<file path="config.mk">
export PLATFORM = sky130hd
export DESIGN_NAME = trimmed_mean_adc_filter_top_flat
export DESIGN_NICKNAME = d
export VERILOG_FILES = /design/src/hw/rtl/tmaf_pkg.sv /design/src/hw/rtl/tmaf_in_if.sv /design/src/hw/rtl/tmaf_out_if.sv /design/src/hw/rtl/tmaf_cfg_if.sv /design/src/hw/rtl/tmaf_cell.sv /design/src/hw/rtl/tmaf_div.sv /design/src/hw/rtl/trimmed_mean_adc_filter_top.sv /design/src/flat_wrapper.sv
export VERILOG_INCLUDE_DIRS = /design/src /design/src/hw/rtl
export SDC_FILE = /design/constraint.sdc
export NUM_CORES = 1
export LEC_CHECK = 0
export ABC_AREA = 0
export CORE_ASPECT_RATIO = 1.25
export CORE_UTILIZATION = 30
export CTS_BUF_LIST = sky130_fd_sc_hd__clkbuf_8
export CTS_CLUSTER_SIZE = 25
export DETAILED_ROUTE_END_ITERATION = 10
export DONT_BUFFER_PORTS = 1
export SYNTH_ARGS = -nofsm -noshare
export SYNTH_HDL_FRONTEND = slang
export SYNTH_SLANG_ARGS = --single-unit
</file>
<file path="constraint.sdc">
create_clock -name clk -period 4.7 [get_ports clk]
set_input_delay 0.705 -clock clk [delete_from_list [all_inputs] [get_ports clk]]
set_output_delay 0.705 -clock clk [all_outputs]
set_load 0.02 [all_outputs]
</file>
<file path="src/hw/rtl/assert_macros.svh">
// Assertion macros used by the top level of the trimmed-mean filter.
`ifndef ASSERT_MACROS_SVH
`define ASSERT_MACROS_SVH

// Check a property on every rising clock edge outside reset.
`define TMAF_ASSERT(lbl, prop, msg) \
	lbl: assert property (@(posedge clk) disable iff (!arst_n) prop) else $error(msg);

// Check that a condition is followed by a property in the next cycle.
`define TMAF_ASSERT_NXT(lbl, cond, prop, msg) \
	lbl: assert property (@(posedge clk) disable iff (!arst_n) cond |=> prop) else $error(msg);

`endif

</file>
<file path="src/hw/rtl/tmaf_pkg.sv">
// Package with the types and constants of the trimmed-mean filter.
`default_nettype none

package tmaf_pkg;

	// Field widths.
	localparam int SAMPLE_W = 12;
	localparam int MV_W     = 16;
	localparam int STAT_W   = 2;

	// Divider widths: the dividend must hold 3000 times a 12-bit code.
	localparam int DIV_W     = 24;
	localparam int DIV_CNT_W = $clog2(DIV_W);

	// Defaults and constants.
	localparam int                  BATCH_SIZE_DEF = 24;
	localparam logic [SAMPLE_W-1:0] CAL_RESET      = 12'd1670;
	localparam logic [DIV_W-1:0]    SUPPLY_REF_MV  = 24'd3000;
	localparam logic [SAMPLE_W-1:0] SAMPLE_MAX     = 12'd4095;

	// Supply status codes.
	localparam logic [STAT_W-1:0] STATUS_OK   = 2'd0;
	localparam logic [STAT_W-1:0] STATUS_ZERO = 2'd1;
	localparam logic [STAT_W-1:0] STATUS_SAT  = 2'd2;

	// Control of one sorting cell.
	typedef struct packed {
		logic ins;
		logic shift;
	} cell_ctl_t;

	// Status of the iterative divider.
	typedef struct packed {
		logic busy;
		logic done;
	} div_stat_t;

endpackage

`default_nettype wire

</file>
<file path="src/hw/rtl/tmaf_in_if.sv">
// Sample input channel of the trimmed-mean filter.
`default_nettype none

interface tmaf_in_if;
	logic                           valid;
	logic                           ready;
	logic [tmaf_pkg::SAMPLE_W-1:0]  sample;

	modport source (output valid, output sample, input ready);
	modport sink (input valid, input sample, output ready);
endinterface

`default_nettype wire

</file>
<file path="src/hw/rtl/tmaf_out_if.sv">
// Result output channel of the trimmed-mean filter.
`default_nettype none

interface tmaf_out_if;
	logic                           valid;
	logic                           ready;
	logic [tmaf_pkg::SAMPLE_W-1:0]  trimmed_mean;
	logic [tmaf_pkg::MV_W-1:0]      supply_mv;
	logic [tmaf_pkg::STAT_W-1:0]    supply_status;

	modport source (output valid, output trimmed_mean, output supply_mv,
		output supply_status, input ready);
	modport sink (input valid, input trimmed_mean, input supply_mv,
		input supply_status, output ready);
endinterface

`default_nettype wire

</file>
<file path="src/hw/rtl/tmaf_cfg_if.sv">
// Calibration write channel of the trimmed-mean filter.
`default_nettype none

interface tmaf_cfg_if;
	logic                           valid;
	logic                           ready;
	logic [tmaf_pkg::SAMPLE_W-1:0]  ref_calibration;

	modport source (output valid, output ref_calibration, input ready);
	modport sink (input valid, input ref_calibration, output ready);
endinterface

`default_nettype wire

</file>
<file path="src/hw/rtl/tmaf_cell.sv">
// One cell of the insertion-sort chain that holds a single sample.
`default_nettype none

module tmaf_cell (
	input  wire logic                          clk,
	input  wire tmaf_pkg::cell_ctl_t           ctl,
	input  wire logic                          empty,
	input  wire logic [tmaf_pkg::SAMPLE_W-1:0] sample,
	input  wire logic [tmaf_pkg::SAMPLE_W-1:0] left_val,
	input  wire logic                          left_gt,
	output logic      [tmaf_pkg::SAMPLE_W-1:0] val,
	output logic                               gt
);

	logic [tmaf_pkg::SAMPLE_W-1:0] val_q;

	// An empty cell counts as larger than any new sample.
	assign gt  = empty | (val_q > sample);
	assign val = val_q;

	// Insert: take the left neighbor when it moves up, else the sample at the
	// boundary. Drain: take the left neighbor unconditionally.
	always_ff @(posedge clk) begin
		if (ctl.shift) begin
			val_q <= left_val;
		end else if (ctl.ins) begin
			if (left_gt) begin
				val_q <= left_val;
			end else if (gt) begin
				val_q <= sample;
			end
		end
	end

endmodule

`default_nettype wire

</file>
<file path="src/hw/rtl/tmaf_div.sv">
// Restoring divider that produces one quotient bit per cycle.
`default_nettype none

module tmaf_div (
	input  wire logic                          clk,
	input  wire logic                          arst_n,
	input  wire logic                          start,
	input  wire logic [tmaf_pkg::DIV_W-1:0]    dividend,
	input  wire logic [tmaf_pkg::SAMPLE_W-1:0] divisor,
	output tmaf_pkg::div_stat_t                stat,
	output logic      [tmaf_pkg::DIV_W-1:0]    quotient
);

	logic                              busy_q;
	logic                              done_q;
	logic [tmaf_pkg::DIV_CNT_W-1:0]    cnt_q;
	logic [tmaf_pkg::DIV_W-1:0]        dvd_q;
	logic [tmaf_pkg::SAMPLE_W-1:0]     dsr_q;
	logic [tmaf_pkg::SAMPLE_W-1:0]     rem_q;
	logic [tmaf_pkg::SAMPLE_W:0]       rem_sh;
	logic [tmaf_pkg::SAMPLE_W+1:0]     diff;
	logic                              qbit;

	// Trial subtraction of the divisor from the shifted remainder.
	assign rem_sh = {rem_q, dvd_q[tmaf_pkg::DIV_W-1]};
	assign diff   = {1'b0, rem_sh} - {2'b00, dsr_q};
	assign qbit   = ~diff[tmaf_pkg::SAMPLE_W+1];

	// Sequencing of the division steps.
	always_ff @(posedge clk or negedge arst_n) begin
		if (!arst_n) begin
			busy_q <= 1'b0;
			done_q <= 1'b0;
			cnt_q  <= '0;
		end else begin
			done_q <= 1'b0;
			if (start) begin
				busy_q <= 1'b1;
				cnt_q  <= tmaf_pkg::DIV_CNT_W'(tmaf_pkg::DIV_W - 1);
			end else if (busy_q) begin
				if (cnt_q == '0) begin
					busy_q <= 1'b0;
					done_q <= 1'b1;
				end else begin
					cnt_q <= cnt_q - 1'b1;
				end
			end
		end
	end

	// Dividend shifts out at the top while quotient bits enter at the bottom.
	always_ff @(posedge clk) begin
		if (start) begin
			dvd_q <= dividend;
			dsr_q <= divisor;
			rem_q <= '0;
		end else if (busy_q) begin
			dvd_q <= {dvd_q[tmaf_pkg::DIV_W-2:0], qbit};
			rem_q <= qbit ? diff[tmaf_pkg::SAMPLE_W-1:0] : rem_sh[tmaf_pkg::SAMPLE_W-1:0];
		end
	end

	assign stat.busy = busy_q;
	assign stat.done = done_q;
	assign quotient  = dvd_q;

endmodule

`default_nettype wire

</file>
<file path="src/hw/rtl/trimmed_mean_adc_filter_top.sv">
// Top level of the trimmed-mean ADC filter with supply-voltage estimate.
//
// Usage: samples arrive on the samples channel and are accepted when valid
// and ready are both high. Each accepted item is inserted into a chain of
// BATCH_SIZE sorting cells, so items may follow back to back while a batch
// fills. After the last item of a batch the chain drains, summing the middle
// third, and samples are refused meanwhile. The mean is then formed as a
// multiplication of the sum by the reciprocal of the third, and an iterative
// divider forms the supply voltage, one quotient bit per cycle. When the
// mean is zero the divider is skipped and the result has the zero status.
// The next batch may fill while the divider works; its last item waits until
// the divider is idle and the previous result has been taken.
// The cfg channel writes the calibration word; it is always ready.
// A stalled results receiver holds the result in the output register.
// Reset clears the batch count, the divider and the output valid, and
// sets the calibration word to 1670.
`default_nettype none
`include "assert_macros.svh"

module trimmed_mean_adc_filter_top #(
	parameter int BATCH_SIZE = tmaf_pkg::BATCH_SIZE_DEF
) (
	input  wire logic  clk,
	input  wire logic  arst_n,
	tmaf_in_if.sink    samples,
	tmaf_out_if.source results,
	tmaf_cfg_if.sink   cfg
);

	localparam int THIRD = BATCH_SIZE / 3;
	localparam int IDX_W = $clog2(BATCH_SIZE);
	localparam int SUM_W = $clog2(THIRD * 4095 + 1);
	localparam logic [IDX_W-1:0] LAST   = IDX_W'(BATCH_SIZE - 1);
	localparam logic [IDX_W-1:0] MID_LO = IDX_W'(THIRD);
	localparam logic [IDX_W-1:0] MID_HI = IDX_W'(2 * THIRD);

	// Reciprocal of the third, exact for every sum of SUM_W bits.
	localparam int     RCP_SH = SUM_W + $clog2(THIRD);
	localparam int     RCP_W  = SUM_W + 2;
	localparam int     PROD_W = SUM_W + RCP_W;
	localparam longint RCP_M  = ((longint'(1) << RCP_SH) + THIRD - 1) / THIRD;

	// Phase codes of the sorting chain.
	localparam logic ST_FILL  = 1'b0;
	localparam logic ST_DRAIN = 1'b1;

	// Phase codes of the divider sequence.
	localparam logic [1:0] P_IDLE = 2'd0;
	localparam logic [1:0] P_MEAN = 2'd1;
	localparam logic [1:0] P_VOLT = 2'd2;

	logic                           st_q;
	logic [1:0]                     pst_q;
	logic [IDX_W-1:0]               count_q;
	logic [IDX_W-1:0]               idx_q;
	logic [SUM_W-1:0]               acc_q;
	logic [SUM_W-1:0]               sum_next;
	logic [tmaf_pkg::SAMPLE_W-1:0]  cal_q;
	logic [tmaf_pkg::SAMPLE_W-1:0]  mean_q;
	logic                           out_vld_q;
	logic [tmaf_pkg::SAMPLE_W-1:0]  out_mean_q;
	logic [tmaf_pkg::MV_W-1:0]      out_mv_q;
	logic [tmaf_pkg::STAT_W-1:0]    out_stat_q;

	logic                           in_acc;
	logic                           last_ok;
	logic                           drain_end;
	logic                           out_load;
	logic [PROD_W-1:0]              mean_prod;
	logic [tmaf_pkg::SAMPLE_W-1:0]  mean_calc;
	logic [tmaf_pkg::SAMPLE_W-1:0]  load_mean;
	logic [tmaf_pkg::MV_W-1:0]      load_mv;
	logic [tmaf_pkg::STAT_W-1:0]    load_stat;
	logic                           div_start;
	logic [tmaf_pkg::DIV_W-1:0]     div_dvd;
	logic [tmaf_pkg::SAMPLE_W-1:0]  div_dsr;
	tmaf_pkg::div_stat_t            div_stat;
	logic [tmaf_pkg::DIV_W-1:0]     div_quo;
	tmaf_pkg::cell_ctl_t            cell_ctl;

	logic [tmaf_pkg::SAMPLE_W-1:0]  cell_val [BATCH_SIZE];
	logic [BATCH_SIZE-1:0]          cell_gt;

	// The item that completes a batch needs an idle divider and a free output.
	assign last_ok        = (pst_q == P_IDLE) && !out_vld_q;
	assign samples.ready  = (st_q == ST_FILL) && ((count_q != LAST) || last_ok);
	assign in_acc         = samples.valid && samples.ready;
	assign cfg.ready      = 1'b1;
	assign cell_ctl.ins   = in_acc;
	assign cell_ctl.shift = (st_q == ST_DRAIN);

	// Chain of sorting cells, smallest value in cell zero.
	for (genvar i = 0; i < BATCH_SIZE; i++) begin : g_cell
		logic [tmaf_pkg::SAMPLE_W-1:0] left_val;
		logic                          left_gt;
		if (i == 0) begin : g_first
			assign left_val = '0;
			assign left_gt  = 1'b0;
		end else begin : g_rest
			assign left_val = cell_val[i-1];
			assign left_gt  = cell_gt[i-1];
		end
		tmaf_cell u_cell (
			.clk      (clk),
			.ctl      (cell_ctl),
			.empty    (IDX_W'(i) >= count_q),
			.sample   (samples.sample),
			.left_val (left_val),
			.left_gt  (left_gt),
			.val      (cell_val[i]),
			.gt       (cell_gt[i])
		);
	end

	// Running sum of the middle third as sorted values leave the last cell.
	always_comb begin
		sum_next = acc_q;
		if ((idx_q >= MID_LO) && (idx_q < MID_HI)) begin
			sum_next = acc_q + SUM_W'(cell_val[BATCH_SIZE-1]);
		end
	end

	assign drain_end = (st_q == ST_DRAIN) && (idx_q == MID_LO);

	// Fill and drain sequencing of the chain.
	always_ff @(posedge clk or negedge arst_n) begin
		if (!arst_n) begin
			st_q    <= ST_FILL;
			count_q <= '0;
			idx_q   <= '0;
			acc_q   <= '0;
		end else begin
			unique case (st_q)
				ST_FILL: begin
					if (in_acc) begin
						if (count_q == LAST) begin
							st_q  <= ST_DRAIN;
							idx_q <= LAST;
							acc_q <= '0;
						end else begin
							count_q <= count_q + 1'b1;
						end
					end
				end
				ST_DRAIN: begin
					acc_q <= sum_next;
					idx_q <= idx_q - 1'b1;
					if (drain_end) begin
						st_q    <= ST_FILL;
						count_q <= '0;
					end
				end
				default: st_q <= ST_FILL;
			endcase
		end
	end

	// Mean of the middle third from the registered sum times the reciprocal.
	assign mean_prod = PROD_W'(acc_q) * PROD_W'(RCP_M);
	assign mean_calc = mean_prod[RCP_SH +: tmaf_pkg::SAMPLE_W];

	// Divider operands: 3000 times the code by the mean.
	assign div_dvd = tmaf_pkg::SUPPLY_REF_MV * tmaf_pkg::DIV_W'(cal_q);
	assign div_dsr = mean_calc;

	// Result selection and divider start.
	always_comb begin
		div_start = 1'b0;
		out_load  = 1'b0;
		load_mean = mean_q;
		load_mv   = '0;
		load_stat = tmaf_pkg::STATUS_OK;
		unique case (pst_q)
			P_IDLE: ;
			P_MEAN: begin
				load_mean = mean_calc;
				if (mean_calc == '0) begin
					out_load  = 1'b1;
					load_stat = tmaf_pkg::STATUS_ZERO;
				end else begin
					div_start = 1'b1;
				end
			end
			P_VOLT: begin
				if (div_stat.done) begin
					out_load = 1'b1;
					if (div_quo[tmaf_pkg::DIV_W-1:tmaf_pkg::MV_W] != '0) begin
						load_mv   = '1;
						load_stat = tmaf_pkg::STATUS_SAT;
					end else begin
						load_mv = div_quo[tmaf_pkg::MV_W-1:0];
					end
				end
			end
			default: ;
		endcase
	end

	// Divider sequence state.
	always_ff @(posedge clk or negedge arst_n) begin
		if (!arst_n) begin
			pst_q <= P_IDLE;
		end else begin
			unique case (pst_q)
				P_IDLE: if (drain_end) pst_q <= P_MEAN;
				P_MEAN: pst_q <= div_start ? P_VOLT : P_IDLE;
				P_VOLT: if (div_stat.done) pst_q <= P_IDLE;
				default: pst_q <= P_IDLE;
			endcase
		end
	end

	// Keep the mean for the result while the voltage is divided.
	always_ff @(posedge clk) begin
		if (pst_q == P_MEAN) begin
			mean_q <= mean_calc;
		end
	end

	tmaf_div u_div (
		.clk      (clk),
		.arst_n   (arst_n),
		.start    (div_start),
		.dividend (div_dvd),
		.divisor  (div_dsr),
		.stat     (div_stat),
		.quotient (div_quo)
	);

	// Calibration register.
	always_ff @(posedge clk or negedge arst_n) begin
		if (!arst_n) begin
			cal_q <= tmaf_pkg::CAL_RESET;
		end else if (cfg.valid) begin
			cal_q <= cfg.ref_calibration;
		end
	end

	// Output register holds a result until the receiver takes it.
	always_ff @(posedge clk or negedge arst_n) begin
		if (!arst_n) begin
			out_vld_q <= 1'b0;
		end else if (out_load) begin
			out_vld_q <= 1'b1;
		end else if (results.ready) begin
			out_vld_q <= 1'b0;
		end
	end

	always_ff @(posedge clk) begin
		if (out_load) begin
			out_mean_q <= load_mean;
			out_mv_q   <= load_mv;
			out_stat_q <= load_stat;
		end
	end

	assign results.valid         = out_vld_q;
	assign results.trimmed_mean  = out_mean_q;
	assign results.supply_mv     = out_mv_q;
	assign results.supply_status = out_stat_q;

	// Checks on the sequencing.
	`TMAF_ASSERT(a_fill_count, (st_q == ST_FILL) |-> (count_q <= LAST), "Fill count beyond batch")
	`TMAF_ASSERT(a_div_idle, div_start |-> !div_stat.busy, "Divider started while busy")
	`TMAF_ASSERT(a_out_free, out_load |-> !out_vld_q, "Result overwrote a pending result")
	`TMAF_ASSERT(a_drain_stall, (st_q == ST_DRAIN) |-> !samples.ready, "Sample taken in drain")
	`TMAF_ASSERT_NXT(a_out_shown, out_load, results.valid, "Loaded result not shown")

endmodule

`default_nettype wire
</file>
<file path="src/flat_wrapper.sv">
// flat-port wrapper written by rule: the top's interface ports become plain ports
module trimmed_mean_adc_filter_top_flat 
#(
	parameter int BATCH_SIZE = tmaf_pkg::BATCH_SIZE_DEF
)
  (clk, arst_n, samples_valid, samples_sample, samples_ready, results_valid, results_trimmed_mean, results_supply_mv, results_supply_status, results_ready, cfg_valid, cfg_ref_calibration, cfg_ready);
  tmaf_in_if samples_i ();
  tmaf_out_if results_i ();
  tmaf_cfg_if cfg_i ();
  input  wire logic clk;
  input  wire logic arst_n;
  input wire logic [$bits(samples_i.valid)-1:0] samples_valid;
  input wire logic [$bits(samples_i.sample)-1:0] samples_sample;
  output wire logic [$bits(samples_i.ready)-1:0] samples_ready;
  output wire logic [$bits(results_i.valid)-1:0] results_valid;
  output wire logic [$bits(results_i.trimmed_mean)-1:0] results_trimmed_mean;
  output wire logic [$bits(results_i.supply_mv)-1:0] results_supply_mv;
  output wire logic [$bits(results_i.supply_status)-1:0] results_supply_status;
  input wire logic [$bits(results_i.ready)-1:0] results_ready;
  input wire logic [$bits(cfg_i.valid)-1:0] cfg_valid;
  input wire logic [$bits(cfg_i.ref_calibration)-1:0] cfg_ref_calibration;
  output wire logic [$bits(cfg_i.ready)-1:0] cfg_ready;
  assign samples_i.valid = samples_valid;
  assign samples_i.sample = samples_sample;
  assign samples_ready = samples_i.ready;
  assign results_valid = results_i.valid;
  assign results_trimmed_mean = results_i.trimmed_mean;
  assign results_supply_mv = results_i.supply_mv;
  assign results_supply_status = results_i.supply_status;
  assign results_i.ready = results_ready;
  assign cfg_i.valid = cfg_valid;
  assign cfg_i.ref_calibration = cfg_ref_calibration;
  assign cfg_ready = cfg_i.ready;
  trimmed_mean_adc_filter_top #(.BATCH_SIZE(BATCH_SIZE)) u_core (.clk(clk), .arst_n(arst_n), .samples(samples_i), .results(results_i), .cfg(cfg_i));
endmodule
</file>
# Word-level counts from Yosys, hierarchy flattened
# Index checks and enable logic that the tools add are counted.
[totals] register_bits=426 inputBits=29 out_inout_bits=33 word_cells=340
[classes] addsub=5 mul=1 order_cmp=50 n_eq_ne=13 mux=136 n_bitwise=26 n_reduce_logical=67
[ops] cell="$mux 12" n=94
[ops] cell="$gt 12x12->1" n=24
[ops] cell="$reduce_bool 3->1" n=23
[ops] cell="$reduce_and 2->1" n=28
[ops] cell="$mux 24" n=2
[ops] cell="$mux 15" n=3
[ops] cell="$ge 4x5->1 const A" n=8
[ops] cell="$ge 5x5->1 const A" n=8
[ops] cell="$mux 5" n=8
[ops] cell="$pmux 15 s2" n=1
[ops] cell="$or 1x1->1" n=24
[ops] cell="$mul 9x12->21 const A" n=1
[ops] cell="$ge 3x5->1 const A" n=4
[ops] cell="$pmux 5 s2" n=2
[ops] cell="$mux 1" n=16
[ops] cell="$mux 16" n=1
[ops] cell="$add 15x12->15" n=1
[ops] cell="$sub 13x12->14" n=1
[ops] cell="$logic_not 12->1" n=1
[ops] cell="$ge 1x5->1 const A" n=2
[ops] cell="$ge 2x5->1 const A" n=2
[ops] cell="$mux 2" n=5
[ops] cell="$ne 2x2->1 const B" n=5
[ops] cell="$sub 5x1->5 const B" n=2
[ops] cell="other kinds (21)" n=32

# Longest topological paths before layout
# Gate-level depths: netlist (run 1).
[logic_depth] word_depth=7 mapped_depth=15 mapped_depth_nobuf=15

# Hierarchy
# Synthesis (run 1) repeated with hierarchy kept, for this count alone.
[unflattened] hier_cells=2913 hier_area_um2=28712.5
[by_module_without_submodules] module="tmaf_cell" n_inst=24 cells_per_inst=83 area_each_um2=797.0 seq_area_each_um2=360.3
[by_module_without_submodules] module="trimmed_mean_adc_filter_top" n_inst=1 cells_per_inst=675 area_each_um2=6716.4 seq_area_each_um2=2173.3
[by_module_without_submodules] module="tmaf_div" n_inst=1 cells_per_inst=246 area_each_um2=2867.8 seq_area_each_um2=1496.4

# Least setup slack after synthesis (run 1)
# Ideal clock, no wire load.
[synth_timing] path_type="flip-flop to flip-flop" startpoint="register u_core.cal_q[8] (netlist bit)" endpoint="register u_core.u_div.dvd_q, in the netlist u_core.u_div.quotient[22] (data pin)" setup_time_ns=0.268 arrival_ns=4.278 required_time_ns=4.432 path_slack_ns=0.154 stages_incl_launch_ff=16 n_path_buf=0 period_less_slack_ns=4.546 path_cell_list="dfrtp_1 > fa_1 > inv_1 > fa_1 > inv_1 > fa_1 > inv_1 > fa_1 > inv_1 > ha_1 > or2_2 > a2111oi_0 > o21ai_0 > o22ai_1 > xor2_1 > o21ai_0"
[synth_between] elab_chain_cells=2
[synth_rtl] item="start, declared" line="trimmed_mean_adc_filter_top.sv:58" source="logic [tmaf_pkg::SAMPLE_W-1:0] cal_q;"
[synth_rtl] item="start signal, assigned" line="trimmed_mean_adc_filter_top.sv:233" source="cal_q <= tmaf_pkg::CAL_RESET;"
[synth_rtl] item="start signal, assigned" line="trimmed_mean_adc_filter_top.sv:235" source="cal_q <= cfg.ref_calibration;"
[synth_rtl] item="$mul 9x12->21" line="trimmed_mean_adc_filter_top.sv:163" source="assign div_dvd = tmaf_pkg::SUPPLY_REF_MV * tmaf_pkg::DIV_W'(cal_q);"
[synth_rtl] item="$mux 24" line="tmaf_div.sv:53" source="if (start) begin"
[synth_rtl] item="end signal, assigned" line="tmaf_div.sv:54" source="dvd_q <= dividend;"
[synth_rtl] item="end signal, assigned" line="tmaf_div.sv:58" source="dvd_q <= {dvd_q[tmaf_pkg::DIV_W-2:0], qbit};"
[synth_rtl] item="end, declared" line="tmaf_div.sv:17" source="logic [tmaf_pkg::DIV_W-1:0] dvd_q;"
# No other way between the ends.
# A chain may end at the register's enable or synchronous reset.

# Worst setup path after layout (run 1)
# Same ends and word-level chain as after synthesis.

==> results.sh, run 1 <==
export IMPL_outcome="finished clean"
export IMPL_tns_ns=0
export IMPL_synthCells=2444
export IMPL_cts_buffers=79
export IMPL_r2r_end="u_core.u_div.quotient[22]"
export IMPL_finClkSkew_ns=0.0356
export IMPL_synth_main_ff_cell="edfxtp_1"
export IMPL_cts_root_buf="clkbuf_8"
export IMPL_clockBufferDepth=3
export IMPL_coreArea_mm2=0.0932
export IMPL_grt_pass1_wl_um=111000
export IMPL_synth_top_family_by_area="adder cells"
export IMPL_synthMuxAreaShare_pct=12.2
export IMPL_cts_max_level=3
export IMPL_p_leak_nw=12.9
export IMPL_wl_per_cell_um=18.5
export IMPL_async_reset_ff_share_pct=11.3
export IMPL_io_buffers=0
export IMPL_nFillCells=9350
export IMPL_hold_path_class="in -> reg"
export IMPL_ys_types=81
export IMPL_holdPathEnd="u_core.cal_q[2]"
export IMPL_criticalPathCategory="reg -> reg"
export IMPL_vias=19400
export IMPL_initial_utilization_pct=30.4
export IMPL_fmax_mhz=223
export IMPL_cts_tree="done"
export IMPL_grt_pass1_vias=20100
export IMPL_worstPathRequired_ns=5.10
export IMPL_antenna_left=0
export IMPL_synthSimpleGateAreaFrac_pct=8.25
export IMPL_ys_warn_count=0
export IMPL_fin_cells=3792
export IMPL_worstMarginPinSlew_ns=1.29
export IMPL_rsz0062_at_grt="no"
export IMPL_synth_area_mm2=0.0283
export IMPL_ios=62
export IMPL_worstPathMaxFanout=4
export IMPL_synth_compound_area_share_pct=11.3
export IMPL_p_per_area_mw_per_mm2=772
export IMPL_drcViolationCount=0
export IMPL_r2r_start="u_core.cal_q[8]"
export IMPL_hold_viol=0
export IMPL_synth_edff_count=339
export IMPL_ys_ff_latch=426
export IMPL_dieHeight_um=346
export IMPL_post_route_min_period_ns=4.49
export IMPL_synth_fa_ha_area_share_pct=20.3
export IMPL_finalSetupViolCount=0
export IMPL_area_growth_synth_to_final_pct=12.1
export IMPL_maxSlewHeadroom_pct=14.3
export IMPL_grt_max_degree=61
export IMPL_clk_latency_ns=0.70
export IMPL_grt_overflow=0
export IMPL_drive_above_1_share_pct=20.1
export IMPL_peakVddDrop_mv=0.432
export IMPL_syn_area_per_cell_um2=11.6
export IMPL_routed_via_density=5.10
export IMPL_worstRegToRegCells=16
export IMPL_rows=125
export IMPL_critPathArrivalTime_ns=4.89
export IMPL_design_die_area_mm2=0.0956
export IMPL_cts_sinks=426
export IMPL_clk_pin_slew_ns=0.06
export IMPL_fin_nets=2978
export IMPL_syn_nets=2902
export IMPL_regToRegSetupSlack_ns=0.21
export IMPL_synth_xor_area_share_pct=1.08
export IMPL_grt_usage_pct=14.7
export IMPL_endpoint_kind="register"
export IMPL_die_w_um=277
export IMPL_ys_seq_area_share_pct=43.0
export IMPL_dp_cells=3642
export IMPL_drv_cap=0
export IMPL_antenna_found_initial=6
export IMPL_routabilityCongestion=0.808
export IMPL_maxSlewViolCount=0
export IMPL_whs_path_depth=1
export IMPL_dp_hpwl_um=49400
export IMPL_first_pass_iters=6
export IMPL_critPathLaunchType="register"
export IMPL_drtIter0Drc=1016
export IMPL_drt_wl_total_um=70300
export IMPL_fin_crit_sh_pct=95.5
export IMPL_worstHoldStart="cfg_valid"
-- logic make-up (layout without fill, tap and decap cells) --
group	Yosys count	in the layout
AOI/OAI and AO/OA	515	515
xor gates and xnor gates	35	35
adders and majority gates	429	429
buffers and inverters	281	422
DFF	426	426
muxes	304	304
other	1	2
and+or+nand+nor	453	453
-- metrics by stage --
| step | hold slack, ns | power (W) | setup WS [ns] | utilization, % | area, um^2 |
|---|---|---|---|---|---|
| finish | 0.129 | 0.0245 | 0.212 | 34.0 | 31700 |
| global route | 0.105 | 0.0266 | 0.00557 | 34.0 | 31700 |
| CTS | 0.0713 | 0.0247 | 0.0610 | 34.0 | 31700 |
| detailed placement | 0.417 | 0.0209 | 0.0447 | 32.3 | 30100 |
| global placement | 0.417 | 0.0207 | 0.0465 | 32.3 | 30100 |
| floorplan | 0.409 | 0.0176 | 0.154 | - | 28300 |
-- area by class of cell --
| type | count | area (um^2) | area share [%] |
|---|---|---|---|
| diodes | 1 | 2.50 | 0.00788 |
| inverters | 192 | 721 | 2.27 |
| repair buffers | 84 | 703 | 2.22 |
| well taps | 1206 | 1510 | 4.75 |
| flip-flops and latches | 426 | 12200 | 38.4 |
| clock buffers | 84 | 1160 | 3.64 |
| clock inverters | 62 | 395 | 1.25 |
| multi-input cells | 1737 | 15100 | 47.5 |
-- placed cells by master, fill, tap and decap left out, types with 17 or more instances in the layout --
| master | n |
|---|---|
| a21oi_1 | 214 |
| dfrtp_1 | 39 |
| o21a_1 | 23 |
| o211ai_1 | 42 |
| a21o_1 | 25 |
| buf_4 | 78 |
| nor3_1 | 31 |
| nor2b_1 | 36 |
| edfxtp_1 | 339 |
| mux2_2 | 286 |
| o21ai_0 | 98 |
| nand2_1 | 107 |
| clkbuf_8 | 84 |
| ha_1 | 379 |
| xnor2_1 | 19 |
| fa_1 | 50 |
| clkinv_1 | 17 |
| nand3_1 | 42 |
| dfxtp_1 | 39 |
| nor2_1 | 89 |
| nand4_1 | 69 |
| inv_1 | 222 |
-- synth_stat cells, drive strengths merged (7+ instances only) --
master / number / area share, %
nor4: 11 / 0.31
nor2b: 36 / 0.80
nand4: 69 / 1.5
o21ai: 100 / 1.8
xnor2: 19 / 0.59
or3: 12 / 0.27
mux2i: 8 / 0.28
a21oi: 216 / 3.8
o211ai: 42 / 1.1
mux2: 296 / 12
nand2: 108 / 1.4
inv: 191 / 2.5
buf: 32 / 0.60
dfrtp: 43 / 3.8
ha: 379 / 17
dfxtp: 39 / 2.8
a31oi: 12 / 0.27
o31a: 12 / 0.37
o21a: 23 / 0.61
nor2: 89 / 1.2
nand2b: 12 / 0.27
a211oi: 23 / 0.73
xor2: 16 / 0.49
a2111oi: 7 / 0.28
nor3: 40 / 0.85
a21o: 25 / 0.66
nand3: 42 / 0.74
edfxtp: 339 / 36
clkbuf: 57 / 0.76
fa: 50 / 3.5
-- how the worst max path moves through the flow --
| stage | slack, ns | start | cells after the start | endpoint |
|---|---|---|---|---|
| 2_1_floorplan | 0.15 | u_core.cal_q[8] | 15 | u_core.u_div.quotient[22] |
| 3_3_place_gp | 0.05 | u_core.cal_q[8] | 16 | u_core.u_div.quotient[22] |
| 3_5_place_dp | 0.04 | u_core.cal_q[8] | 16 | u_core.u_div.quotient[22] |
| 4_1_cts | 0.06 | u_core.cal_q[8] | 16 | u_core.u_div.quotient[22] |
| 5_1_grt | 0.006 | u_core.cal_q[7] | 16 | u_core.u_div.quotient[23] |
| 6_report | 0.21 | u_core.cal_q[8] | 16 | u_core.u_div.quotient[22] |
-- report_power, final --
group | internal, W | total [W] | switching (W)
combinational | 0.00612 | 0.0128 | 0.00670
sequential | 0.00688 | 0.00810 | 0.00122
clock | 0.00189 | 0.00357 | 0.00168
-- what timing repair did --
item	4_1_cts	5_1_grt
hold buffers	2	0
setup buffers	0	1
resized for setup	0	8
endpoints found under the hold margin	48	0
setup endpoints to repair	0	7
-- worst max-delay path, stage by stage (launching register included) --
cell	delay, ns
dfrtp_2	0.44
fa_1	0.54
inv_1	0.05
fa_1	0.49
inv_1	0.05
fa_1	0.48
inv_1	0.06
fa_1	0.52
inv_1	0.04
ha_1	0.20
or2_2	0.32
a2111oi_2	0.34
buf_4	0.18
o21ai_0	0.11
o22ai_1	0.18
xor2_1	0.15
o21ai_0	0.08
-- routing by layer --
layer  routed length [um]  track usage (%)  vias to the layer above
met3                 3390             2.90                      153
li1                     -                -                     9357
met2                34700             25.9                      412
met1                29900             17.7                     9433
met5                   49            0.352                        -
met4                 2230             5.12                        2
-- sequential cells by signal, indices dropped and copies added, names as in the netlist, 15 cells and up --
name and cells:
u_core.acc_q 15, u_core.u_div.quotient 24, u_core.g_cell.u_cell.val 288, u_core.results.supply_mv 16
(Power assumes the default switching activity.)
==> run 2: changes to the inputs <==
--- a/config.mk
+++ b/config.mk
@@ -13,6 +13,7 @@
 export CTS_CLUSTER_SIZE = 25
 export DETAILED_ROUTE_END_ITERATION = 10
 export DONT_BUFFER_PORTS = 1
+export PLACE_DENSITY = 0.45
 export SYNTH_ARGS = -nofsm -noshare
 export SYNTH_HDL_FRONTEND = slang
 export SYNTH_SLANG_ARGS = --single-unit
==> results.sh, run 2 (synthesized netlist as in run 1, its figures left out) <==
export IMPL_rsz0062_at_grt="no"
export IMPL_drt_wl_total_um=80600
export IMPL_clk_latency_ns=0.70
export IMPL_hold_path_class="in -> reg"
export IMPL_critPathLaunchType="register"
export IMPL_p_leak_nw=12.9
export IMPL_fin_nets=2982
export IMPL_r2r_end="u_core.u_div.quotient[20]"
export IMPL_post_route_cell_area_mm2=0.0318
export IMPL_cts_tree="done"
export IMPL_area_growth_synth_to_final_pct=12.1
export IMPL_grt_pass1_vias=20700
export IMPL_grt_overflow=0
export IMPL_hold_viol=0
export IMPL_tns_ns=0
export IMPL_grt_max_degree=61
export IMPL_vias=19400
export IMPL_ios=62
export IMPL_maxSlewViolCount=0
export IMPL_drtIter0Drc=910
export IMPL_endpoint_kind="register"
export IMPL_p_total_w=0.0249
export IMPL_rows=125
export IMPL_regToRegSetupSlack_ns=0.23
export IMPL_dp_hpwl_um=55400
export IMPL_dieHeight_um=346
export IMPL_p_per_area_mw_per_mm2=783
export IMPL_crit_end="u_core.u_div.quotient[20]"
export IMPL_placedInstanceArea_mm2=0.0301
export IMPL_outcome="finished clean"
export IMPL_antenna_left=0
export IMPL_fin_util_pct=34.1
export IMPL_critPathArrivalTime_ns=4.86
export IMPL_r2r_start="u_core.cal_q[5]"
export IMPL_first_pass_iters=5
export IMPL_routed_via_density=5.13
export IMPL_initial_utilization_pct=30.4
export IMPL_grt_pass1_wl_um=124000
export IMPL_crit_start="u_core.cal_q[5]"
export IMPL_worstPathRequired_ns=5.09
export IMPL_routabilityCongestion=0.814
export IMPL_cts_max_level=3
export IMPL_largest_reg_flops=288
export IMPL_design_die_area_mm2=0.0956
export IMPL_drv_cap=0
export IMPL_clockBufferDepth=3
export IMPL_fmax_mhz=224
export IMPL_grt_usage_pct=16.8
export IMPL_io_buffers=0
export IMPL_antenna_found_initial=4
export IMPL_wl_per_cell_um=21.3
export IMPL_cts_root_buf="clkbuf_8"
export IMPL_cts_buffers=79
export IMPL_finClkSkew_ns=0.0411
export IMPL_worstRegToRegCells=14
export IMPL_peakVddDrop_mv=0.263
export IMPL_drive_above_1_share_pct=20.6
export IMPL_final_common_cell="ha_1"
export IMPL_criticalPathCategory="reg -> reg"
export IMPL_drcViolationCount=0
export IMPL_finalSetupViolCount=0
export IMPL_maxSlewHeadroom_pct=23.2
export IMPL_coreArea_mm2=0.0932
export IMPL_worstMarginPinSlew_ns=1.15
export IMPL_fin_crit_sh_pct=95.2
export IMPL_post_route_min_period_ns=4.47
export IMPL_clk_pin_slew_ns=0.05
export IMPL_cts_sinks=426
export IMPL_die_w_um=277
export IMPL_final_cell_mix="ha_1, edfxtp_1, mux2_2"
export IMPL_worstPathMaxFanout=8
-- run 2: cell count changes in the layout (fill, tap and decap cells not counted), sizes merged --
cell / delta
inv: -7
buf: +4
clkbuf: +4
clkinv: +2
bufinv: -1
-- run 2: final cells by class --
class | instances | area [um^2]
Timing Repair Buffer | 88 | 721
Tap cell | 1206 | 1510
Multi-Input combinational cell | 1737 | 15100
Clock buffer | 88 | 1210
Fill cell | 9166 | 61500
Sequential cell | 426 | 12200
Inverter | 192 | 721
Clock inverter | 56 | 325
Antenna cell | 1 | 2.50
-- run 2: repair_timing --
action,CTS,global route
gates resized for setup,0,12
buffers inserted,0,3
hold buffers,2,0
endpoints found under the setup margin,0,8
endpoints found under the hold margin,48,0
-- run 2: stage by stage --
step | hold WS [ns] | setup slack (ns) | instances
3_3_place_gp | 0.416 | 0.0536 | 3644
4_1_cts | 0.0410 | 0.0598 | 3790
6_report | 0.0962 | 0.226 | 3794
2_1_floorplan | 0.409 | 0.154 | 2444
5_1_grt | 0.0704 | 0.00713 | 3794
3_5_place_dp | 0.417 | 0.0692 | 3644
-- run 2: how the worst min path moves through the flow --
stage                    from              end  slack [ns]  depth (start not counted)
floorplan              arst_n  u_core.acc_q[0]        0.41                          0
global placement       arst_n  u_core.cal_q[0]        0.42                          0
detailed placement     arst_n  u_core.cal_q[0]        0.42                          0
CTS                 cfg_valid  u_core.cal_q[2]        0.04                          1
global route        cfg_valid  u_core.cal_q[2]        0.07                          1
finish              cfg_valid  u_core.cal_q[2]         0.1                          1
-- run 2: per-layer routing --
layer / vias up / wire length, um / part of all wire, % / GRT usage [%]
li1: 9347 / - / - / -
met1: 9591 / 34100 / 42 / 20.0
met2: 361 / 41200 / 51 / 30.4
met3: 148 / 2740 / 3.4 / 2.45
met4: 0 / 2530 / 3.1 / 6.32
met5: - / 0 / 0 / 0
-- run 2: where the power goes --
| part | internal (W) | switching, W |
|---|---|---|
| clock | 0.00189 | 0.00169 |
| sequential | 0.00689 | 0.00138 |
| combinational | 0.00620 | 0.00684 |
-- run 2: critical path, stage by stage (launching register included) --
cell,delay [ns]
dfrtp_2,0.49
fa_1,0.56
inv_1,0.05
fa_1,0.52
fa_1,0.44
fa_1,0.54
inv_1,0.04
ha_1,0.34
o21a_1,0.17
a2111oi_4,0.36
buf_4,0.17
o211ai_1,0.10
a21oi_1,0.19
xor2_1,0.15
o21ai_0,0.08
